`src/rtl/core/fess_pkg.sv`:
```
package fess_pkg;

  // Default band geometry and cost width.
  localparam int MaxColsDefault  = 512;
  localparam int MaxRowsDefault  = 512;
  localparam int CostBitsDefault = 24;

  // Gray conversion weights, fixed point with 14 fraction bits.
  localparam int GrayWeightB = 1868;
  localparam int GrayWeightG = 9617;
  localparam int GrayWeightR = 4899;
  localparam int GrayRound   = 8192;
  localparam int GrayShift   = 14;
  localparam int GrayBits    = 8;

  // Clamp on each edge cost.
  localparam logic [GrayBits:0] EdgeCostMax = 9'd255;

  // Register indexes of the write port.
  localparam logic [1:0] RegBandCols = 2'd0;
  localparam logic [1:0] RegBandRows = 2'd1;

endpackage

```
`src/rtl/core/fess_cost_unit.sv`:
```
module fess_cost_unit
  import fess_pkg::*;
#(
  parameter int COST_BITS = CostBitsDefault
) (
  input  logic                 first_row_i,
  input  logic                 masked_i,
  input  logic [GrayBits-1:0]  gray_l_i,
  input  logic [GrayBits-1:0]  gray_r_i,
  input  logic [GrayBits-1:0]  gray_up_i,
  input  logic [COST_BITS-1:0] cost_l_i,
  input  logic [COST_BITS-1:0] cost_m_i,
  input  logic [COST_BITS-1:0] cost_r_i,
  input  logic                 l_ok_i,
  input  logic                 r_ok_i,
  output logic [COST_BITS-1:0] best_o
);

  localparam logic [COST_BITS-1:0] CostInf = '1;

  logic [GrayBits-1:0]  cu, dl, dr;
  logic [GrayBits:0]    sl, sr, cl, cr;
  logic [COST_BITS:0]   sum_m, sum_l, sum_r;
  logic [COST_BITS-1:0] tot_m, tot_l, tot_r, pick_lm;

  // Forward energy edge costs, the side costs clamped.
  always_comb begin
    cu = (gray_r_i > gray_l_i) ? gray_r_i - gray_l_i : gray_l_i - gray_r_i;
    dl = (gray_up_i > gray_l_i) ? gray_up_i - gray_l_i : gray_l_i - gray_up_i;
    dr = (gray_up_i > gray_r_i) ? gray_up_i - gray_r_i : gray_r_i - gray_up_i;
    sl = {1'b0, dl} + {1'b0, cu};
    sr = {1'b0, dr} + {1'b0, cu};
    cl = (sl > EdgeCostMax) ? EdgeCostMax : sl;
    cr = (sr > EdgeCostMax) ? EdgeCostMax : sr;
  end

  // Saturating sums; a carry out means the sum passed the infinity code.
  always_comb begin
    sum_m = {1'b0, cost_m_i} + (COST_BITS+1)'(cu);
    sum_l = {1'b0, cost_l_i} + (COST_BITS+1)'(cl);
    sum_r = {1'b0, cost_r_i} + (COST_BITS+1)'(cr);
    tot_m = sum_m[COST_BITS] ? CostInf : sum_m[COST_BITS-1:0];
    tot_l = sum_l[COST_BITS] ? CostInf : sum_l[COST_BITS-1:0];
    tot_r = sum_r[COST_BITS] ? CostInf : sum_r[COST_BITS-1:0];
  end

  // Minimum over the predecessors that lie inside the band; a masked pixel costs infinity, the first row zero.
  always_comb begin
    pick_lm = (l_ok_i && tot_l < tot_m) ? tot_l : tot_m;
    if (masked_i) begin
      best_o = CostInf;
    end else if (first_row_i) begin
      best_o = '0;
    end else if (r_ok_i && tot_r < pick_lm) begin
      best_o = tot_r;
    end else begin
      best_o = pick_lm;
    end
  end

endmodule

```
`config.mk`:
```
export PLATFORM = sky130hd
export DESIGN_NAME = fess_cost_unit
export DESIGN_NICKNAME = d
export VERILOG_FILES = /design/src/rtl/core/fess_pkg.sv /design/src/rtl/core/fess_cost_unit.sv
export SDC_FILE = /design/constraint.sdc
export NUM_CORES = 1
export LEC_CHECK = 0
export ABC_AREA = 1
export BUFFER_PORTS_ARGS = -buffer_cell sky130_fd_sc_hd__clkbuf_2
export CAP_MARGIN = 40
export CORE_MARGIN = 4
export CORE_UTILIZATION = 50
export DETAILED_ROUTE_END_ITERATION = 10
export PLACE_DENSITY = 0.73
export SLEW_MARGIN = 30
export SYNTH_ARGS = -nofsm -noshare
export SYNTH_HDL_FRONTEND = slang
export SYNTH_SLANG_ARGS = --single-unit
```
`constraint.sdc`:
```
create_clock -name vclk -period 16.28
set_input_delay 1.628 -clock vclk [all_inputs]
set_output_delay 1.628 -clock vclk [all_outputs]
set_load 0.01 [all_outputs]
```
==> flow_summary.yaml, run 1 <==
clock_network:
  cts_hold_buffers: 0
  post_cts_resized: 0
  post_cts_buffers: 0
sta:
  hold_viol: 0
  setup_viol: 0
  period_needed_ps: 14230
  setup_slack_ps: 2050
  slew-limit-headroom_pct: 52.4
  finalCritPeriodShare_pct: 87.4
  tns_ps: 0
  max_clock_freq_mhz: 70.3
  rsz0062_at_grt: "false"
  worst_slew_pin_slew_ps: 713
  timing.final.max_slew_violations: 0
worst_hold_path:
  hold_class: "in -> out"
  whs_endpoint: "best_o[22]"
  hold_depth: 8
  hp-start: "cost_r_i[22]"
power:
  pwr-share-seq_pct: 0
  power.density_mw_per_mm2: 120
  pwr-share-clk_pct: 0
  p_leak_nw: 4.31
  combPwrFrac_pct: 100.0
  vdd_drop_max_mv: 0.0513
  internal_power_w: 0.000347
  switchingPower_w: 0.000535
  swShare_pct: 60.6
cells_and_area:
  seq_cells: 0
  clockBufferCount: 0
  nFillCells: 1389
  diodes: 0
  utilization_pct: 57.6
  final_cell_mix: "nand2_1 (274), inv_1 (202), ha_1 (130)"
  layout-drive-gt1-share_pct: 11.9
  area_growth_pct: 11.7
  regArea_sq_um: 0
  nets: 1508
  final_common_cell: "nand2_1"
  design_area_sq_mm: 0.00736
drt:
  via_count: 7572
  wl_per_cell_um: 13.3
  drt_pass1_iterations: 5
  totalWireLength_um: 19100
  via_per_inst: 5.27
  post-route-drc-count: 0
  antenna_left: 0
  drt_iter0_drc: 464
yosys:
  synth_area_leaders: "ha_1 (25%), nand2_1 (16%), inv_1 (12%), a21oi_1 (7.4%), nand3_1 (7.0%)"
  ys_seq_area_share_pct: 0
  netlist_instances: 1156
  synth_top_area_cell: "ha_1"
  yosysTopAreaCellShare_pct: 24.7
  yosys.cell_types.count: 39
  syn_area_sq_mm: 0.00659
  avgSynthCellArea_sq_um: 5.70
  ys_warn_count: 0
setup_path:
  startpoint_type: "input pin"
  worstPathRequired_ps: 14650
  end_kind: "output pin"
  cp_max_fo: 26
  critPathMostFrequentCell: "nand2_1"
  arrival_ps: 12600
  worst-setup-path-type: "in -> out"
  slowest_delay_ps: 530
  slowest_stage: "a21oi_2"
placed_design:
  gp_congestion: 0.945
  pre_cts_slack_ps: 2170
  postPlaceCellArea_sq_mm: 0.00736
  hpwl_um: 17000
  io_buffers: 124
grt:
  grt_max_degree: 27
  grt_overflow: 0
  grt_pass1_wl_um: 31600
  antenna_found_initial: 0
  grt_pass1_vias: 7208
  grt_util_all_layers_pct: 25.1
floorplanning:
  die_w_um: 123
  start_util_pct: 51.6
  chipHeight_um: 123
  rows: 41
  die_area_sq_mm: 0.0151
  io_pins: 124
  core_sq_mm: 0.0128
run:
  maxCapViolCount: 0
status:
  status: "completed"
power groups by stage:
| stage | clock, W | sequential, W | combinational [W] |
|---|---|---|---|
| 2_1_floorplan | 0 | 0 | 0.000685 |
| 3_3_place_gp | 0 | 0 | 0.000877 |
| 3_5_place_dp | 0 | 0 | 0.000883 |
| 4_1_cts | 0 | 0 | 0.000888 |
| 5_1_grt | 0 | 0 | 0.00103 |
| 6_report | 0 | 0 | 0.000882 |
worst max-delay path, delay by kind of cell:
family	cells	cell delay, ps
simple gates	32	4670
buf+inv	10	1520
fa+ha+maj	6	2010
mux	1	290
compound gates	9	2360
xor+xnor	1	130
synth_stat cells:
cell	n
nand2_1	274
inv_1	202
ha_1	130
a21oi_1	98
nor2_1	95
nand3_1	92
o21ai_0	80
xor2_1	33
nor3_1	22
xnor2_1	15
fa_1	11
nand4_1	11
clkbuf_1	10
a211oi_1	8
buf_2	8
nand2_2	7
or2_2	7
nand2_4	6
nor4_1	6
o21bai_1	6
a31oi_1	4
a221oi_1	3
mux2i_1	3
o221ai_1	3
or4_1	3
a21boi_0	2
buf_6	2
nand3b_1	2
o21ai_1	2
o31ai_1	2
a21o_1	1
and2_1	1
clkinv_1	1
conb_1	1
nand4_2	1
nor2_4	1
o2111ai_1	1
or2_1	1
or3_1	1
worst max path at each step:
stage | startpoint | end | slack [ps] | cells past startpoint
3_5_place_dp | gray_l_i[1] | best_o[10] | 2170 | 61
5_1_grt | gray_l_i[1] | best_o[3] | 900 | 59
3_3_place_gp | gray_l_i[1] | best_o[10] | 2300 | 56
2_1_floorplan | gray_l_i[5] | best_o[13] | 4140 | 57
4_1_cts | gray_l_i[1] | best_o[10] | 2150 | 61
6_report | gray_l_i[1] | best_o[2] | 2050 | 59
area by class of cell:
type	count	area, sq um	share of cell area, %
Tap cell	172	215	2.92
Inverter	203	762	10.3
Multi-Input combinational cell	934	5740	77.9
Timing Repair Buffer	128	651	8.84
cell families after synthesis:
family,Yosys count,synth area share (%)
xor+xnor,48,6.38
fa+ha+maj,141,28.0
mux,3,0.456
simple gates,530,34.9
buf+inv,223,13.1
compound gates,210,17.1
other cells,1,0.0569
per-layer routing:
layer / global-route usage, % / vias to the layer above / wire, um
met4: 6.30 / 0 / 519
met3: 1.38 / 37 / 950
met2: 48.0 / 220 / 9600
li1: - / 4001 / -
met5: 0 / - / 0
met1: 30.4 / 3314 / 8030
stage by stage:
stage                     std cells  power, W  hold WS, ps
after floorplan                1157  0.000685         3420
after global placement         1436  0.000877         3840
after detailed placement       1436  0.000883         3840
after CTS                      1436  0.000888         3850
after global routing           1437   0.00103         3920
final                          1437  0.000882         3840
Note: power is estimated with default switching activity, not from simulation.
==> run 2, diff against run 1 <==
Settings changed: REMOVE_ABC_BUFFERS set to 1.
==> run 2 against run 1 <==
Compared with the run above:
- design area is the same
- utilization unchanged
- final cell count did not move
- clock-buffer cell count stayed put
- die area did not move
- flip-flop and latch count did not move
- non-clock buffer count unchanged
- routed wire length increased by 0.35%
- critical endpoint is now best_o[13]
==> flow_summary.yaml, run 2 (same netlist as run 1, synthesis figures left out) <==
placed_design:
  hpwl_um: 17100
  postPlaceCellArea_sq_mm: 0.00736
  io_buffers: 124
  gp_congestion: 0.928
sta:
  finalCritPeriodShare_pct: 85.7
  setup_viol: 0
  hold_viol: 0
  timing.final.max_slew_violations: 0
  worst_slew_pin_slew_ps: 724
  tns_ps: 0
  slew-limit-headroom_pct: 51.7
  max_clock_freq_mhz: 71.7
  rsz0062_at_grt: "false"
  period_needed_ps: 13960
setup_path:
  slowest_stage: "fa_1"
  worst-setup-path-type: "in -> out"
  slowest_delay_ps: 470
  cp_max_fo: 26
  arrival_ps: 12330
  critPathMostFrequentCell: "nand2_1"
  worstPathRequired_ps: 14650
  startpoint_type: "input pin"
  end_kind: "output pin"
cells_and_area:
  area_growth_pct: 11.7
  multi_input_comb_area_sq_mm: 0.00574
  seq_cells: 0
  diodes: 0
  final_common_cell: "nand2_1"
  design_area_sq_mm: 0.00736
  clockBufferCount: 0
  nFillCells: 1354
  layout-drive-gt1-share_pct: 11.9
  regArea_sq_um: 0
  nets: 1508
  final_cell_mix: "nand2_1 (274), inv_1 (202), ha_1 (130)"
clock_network:
  post_cts_resized: 0
  post_cts_buffers: 0
  cts_hold_buffers: 0
grt:
  grt_pass1_vias: 6974
  grt_overflow: 0
  grt_pass1_wl_um: 31000
  grt_max_degree: 27
  antenna_found_initial: 0
  grt_util_all_layers_pct: 24.6
drt:
  via_count: 7561
  totalWireLength_um: 19200
  post-route-drc-count: 0
  antenna_left: 0
  drt_iter0_drc: 493
  wl_per_cell_um: 13.3
  via_per_inst: 5.26
  drt_pass1_iterations: 6
floorplanning:
  chipHeight_um: 123
  rows: 41
  die_area_sq_mm: 0.0151
  io_pins: 124
  start_util_pct: 51.6
  core_sq_mm: 0.0128
  die_w_um: 123
status:
  status: "completed"
power:
  power.density_mw_per_mm2: 121
  p_leak_nw: 4.31
  vdd_drop_max_mv: 0.0588
run:
  maxCapViolCount: 0
worst_hold_path:
  hold_depth: 7
  hold_class: "in -> out"
[run 2: cell counts in the layout (fill, tap and decap cells not counted)]
Identical to the previous run, type by type.
[run 2: layout make-up]
cell class | count | share of cell area [%]
inverter | 203 | 10.3
multi-input combinational | 934 | 77.9
tap | 172 | 2.92
timing repair buffer | 128 | 8.84
[run 2: per-layer routing]
metal  GRT usage (%)  vias to the layer above  share of wire [%]
met2            45.0                      197                 48
met1            30.9                     3304                 44
met4            7.77                        0                3.8
met3            1.06                       53                4.4
met5               0                        -                  0
li1                -                     4007                  -
[run 2: metrics by stage]
step / utilization, % / std cells / setup slack, ps / power (W) / hold slack [ps]
3_5_place_dp: 57.6 / 1436 / 2470 / 0.000889 / 3830
6_report: 57.6 / 1437 / 2320 / 0.000891 / 3840
5_1_grt: 57.6 / 1437 / 1100 / 0.00102 / 3890
2_1_floorplan: - / 1137 / 3060 / 0.000681 / 3590
4_1_cts: 57.6 / 1436 / 2470 / 0.000893 / 3840
3_3_place_gp: 57.6 / 1436 / 2680 / 0.000879 / 3830
[run 2: worst paths after layout]
check	from	end	slack, ps
max	gray_l_i[1]	best_o[13]	2320
min	cost_r_i[21]	best_o[21]	3840
[run 2: power breakdown]
part	internal (W)	switching, W
clock network	0	0
registers	0	0
logic	0.000348	0.000544
total	0.000348	0.000544
[run 2: critical path, delay by kind of cell]
kind | cells | cell delay, ps
and+or+nand+nor | 30 | 4480
AOI/OAI and AO/OA | 10 | 2180
xor gates and xnor gates | 1 | 170
adders and majority gates | 6 | 1990
buffers and inverters | 10 | 1570
muxes | 1 | 270
==> run 3, diff against run 2 <==
Settings changed: ABC_AREA 1 to 0, PLACE_DENSITY 0.73 to 0.72.
==> run 3 against run 2 <==
Compared with the run above:
- flip-flop and latch count unchanged
- synthesized cell count decreased by 11%
- highest routed layer unchanged
- clock-buffer cell count stayed put
- critical endpoint unchanged
- fmax shrank 3.5%
- hold slack lost 210 ps
- routed wire length is 12% higher
==> flow_summary.yaml, run 3 <==
cells_and_area:
  post_layout_nonfiller_instances: 1304
  diodes: 0
  clockBufferCount: 0
  seq_cells: 0
  regArea_sq_um: 0
  layout-drive-gt1-share_pct: 17.2
  final_common_cell: "ha_1"
  area_growth_pct: 10.0
  final_cell_mix: "ha_1 (130), clkbuf_2 (124), nand2_1 (119)"
  nets: 1367
  design_area_sq_mm: 0.00798
sta:
  worst_slew_pin_slew_ps: 803
  hold_viol: 0
  period_needed_ps: 14460
  setup_slack_ps: 1820
  hold_ws_ps: 3620
  rsz0062_at_grt: "false"
  slew-limit-headroom_pct: 46.3
  setup_viol: 0
  timing.final.max_slew_violations: 0
  tns_ps: 0
  max_clock_freq_mhz: 69.2
  finalCritPeriodShare_pct: 88.8
setup_path:
  worstPathRequired_ps: 14650
  cp_max_fo: 24
  slowest_delay_ps: 610
  startpoint_type: "input pin"
  path_buf_inv: 6
  worst-setup-path-type: "in -> out"
  slowest_stage: "nand3_1"
  critPathMostFrequentCell: "ha_1"
  arrival_ps: 12830
  end_kind: "output pin"
  path_delay_family: "compound AO/OA/AOI/OAI gates"
yosys:
  synth_top_area_cell: "ha_1"
  synth_commonest_cells: "ha_1 (130), nand2_1 (119), a21oi_1 (82)"
  netlist_instances: 1025
  yosysTopAreaCellShare_pct: 22.4
  post-synth-top-count-cell: "ha_1"
  ys_seq_area_share_pct: 0
  avgSynthCellArea_sq_um: 7.08
  synth_area_leaders: "ha_1 (22%), nand2_1 (6.2%), a21oi_1 (5.7%), xnor2_1 (4.5%), inv_1 (3.9%)"
  syn_area_sq_mm: 0.00725
  ys_warn_count: 0
  yosys.cell_types.count: 90
drt:
  post-route-drc-count: 0
  totalWireLength_um: 21500
  wl_per_cell_um: 16.5
  via_count: 7871
  drt_pass1_iterations: 5
  drt_iter0_drc: 436
  via_per_inst: 6.04
  antenna_left: 0
grt:
  grt_util_all_layers_pct: 25.2
  grt_pass1_wl_um: 35200
  antenna_found_initial: 0
  grt_pass1_vias: 7491
  grt_overflow: 0
  grt_max_degree: 25
floorplanning:
  die_w_um: 128
  start_util_pct: 51.7
  rows: 43
  die_area_sq_mm: 0.0165
  core_sq_mm: 0.0140
  io_pins: 124
  chipHeight_um: 128
status:
  status: "completed"
power:
  power.density_mw_per_mm2: 123
  p_leak_nw: 3.93
  vdd_drop_max_mv: 0.0580
worst_hold_path:
  hold_class: "in -> out"
  hp-start: "first_row_i"
  hold_depth: 3
  whs_endpoint: "best_o[0]"
placed_design:
  hpwl_um: 18700
  io_buffers: 124
  numPlacedInstances: 1304
  pre_cts_slack_ps: 1950
  gp_congestion: 0.961
  postPlaceCellArea_sq_mm: 0.00798
clock_network:
  post_cts_resized: 0
  post_cts_buffers: 0
  cts_hold_buffers: 0
run:
  maxCapViolCount: 0
-- run 3: layer usage --
layer / wire length (um) / track usage, % / part of all wire (%) / vias to the layer above
met5: 0 / 0 / 0 / -
li1: - / - / - / 3974
met1: 9400 / 32.3 / 44 / 3592
met2: 10200 / 45.4 / 48 / 253
met4: 760 / 7.74 / 3.5 / 0
met3: 1090 / 1.20 / 5.1 / 52
-- run 3: logic make-up after synthesis --
| group | count (synthesis) | share of synthesized area, % |
|---|---|---|
| xor gates and xnor gates | 61 | 7.37 |
| buffers and inverters | 103 | 5.76 |
| AOI/OAI and AO/OA | 308 | 29.4 |
| muxes | 36 | 5.26 |
| other | 1 | 0.0517 |
| adders and majority gates | 143 | 25.7 |
| and+or+nand+nor | 373 | 26.4 |
-- run 3: how the worst max path moves through the flow --
stage / from / endpoint / cells after the start
after floorplan: gray_up_i[0] / best_o[17] / 44
after global placement: gray_up_i[0] / best_o[13] / 47
after detailed placement: gray_up_i[0] / best_o[13] / 47
after CTS: gray_up_i[0] / best_o[13] / 47
after global routing: gray_up_i[0] / best_o[13] / 47
final: gray_up_i[0] / best_o[13] / 47
-- run 3: cell type report --
cell class                      count  area [sq um]
Multi-Input combinational cell    923          6840
Timing Repair Buffer              126           636
Tap cell                          180           225
Inverter                           75           282
Fill cell                        1413          6060
-- run 3: power breakdown --
part	total, W	internal (W)	switching [W]
Combinational	0.000978	0.000408	0.000570
Sequential	0	0	0
Clock	0	0	0
Total	0.000978	0.000408	0.000570
-- run 3: through the flow --
stage	utilization, %	total power, W
floorplan	-	0.000745
detailed placement	56.8	0.000968
finish	56.8	0.000978
global placement	56.8	0.000958
global route	56.8	0.00111
CTS	56.8	0.000975
-- run 3: tightest hold or removal path, cell delays in order --
cell and delay [ps]:
clkbuf_2 130, o31ai_1 110, clkbuf_2 130
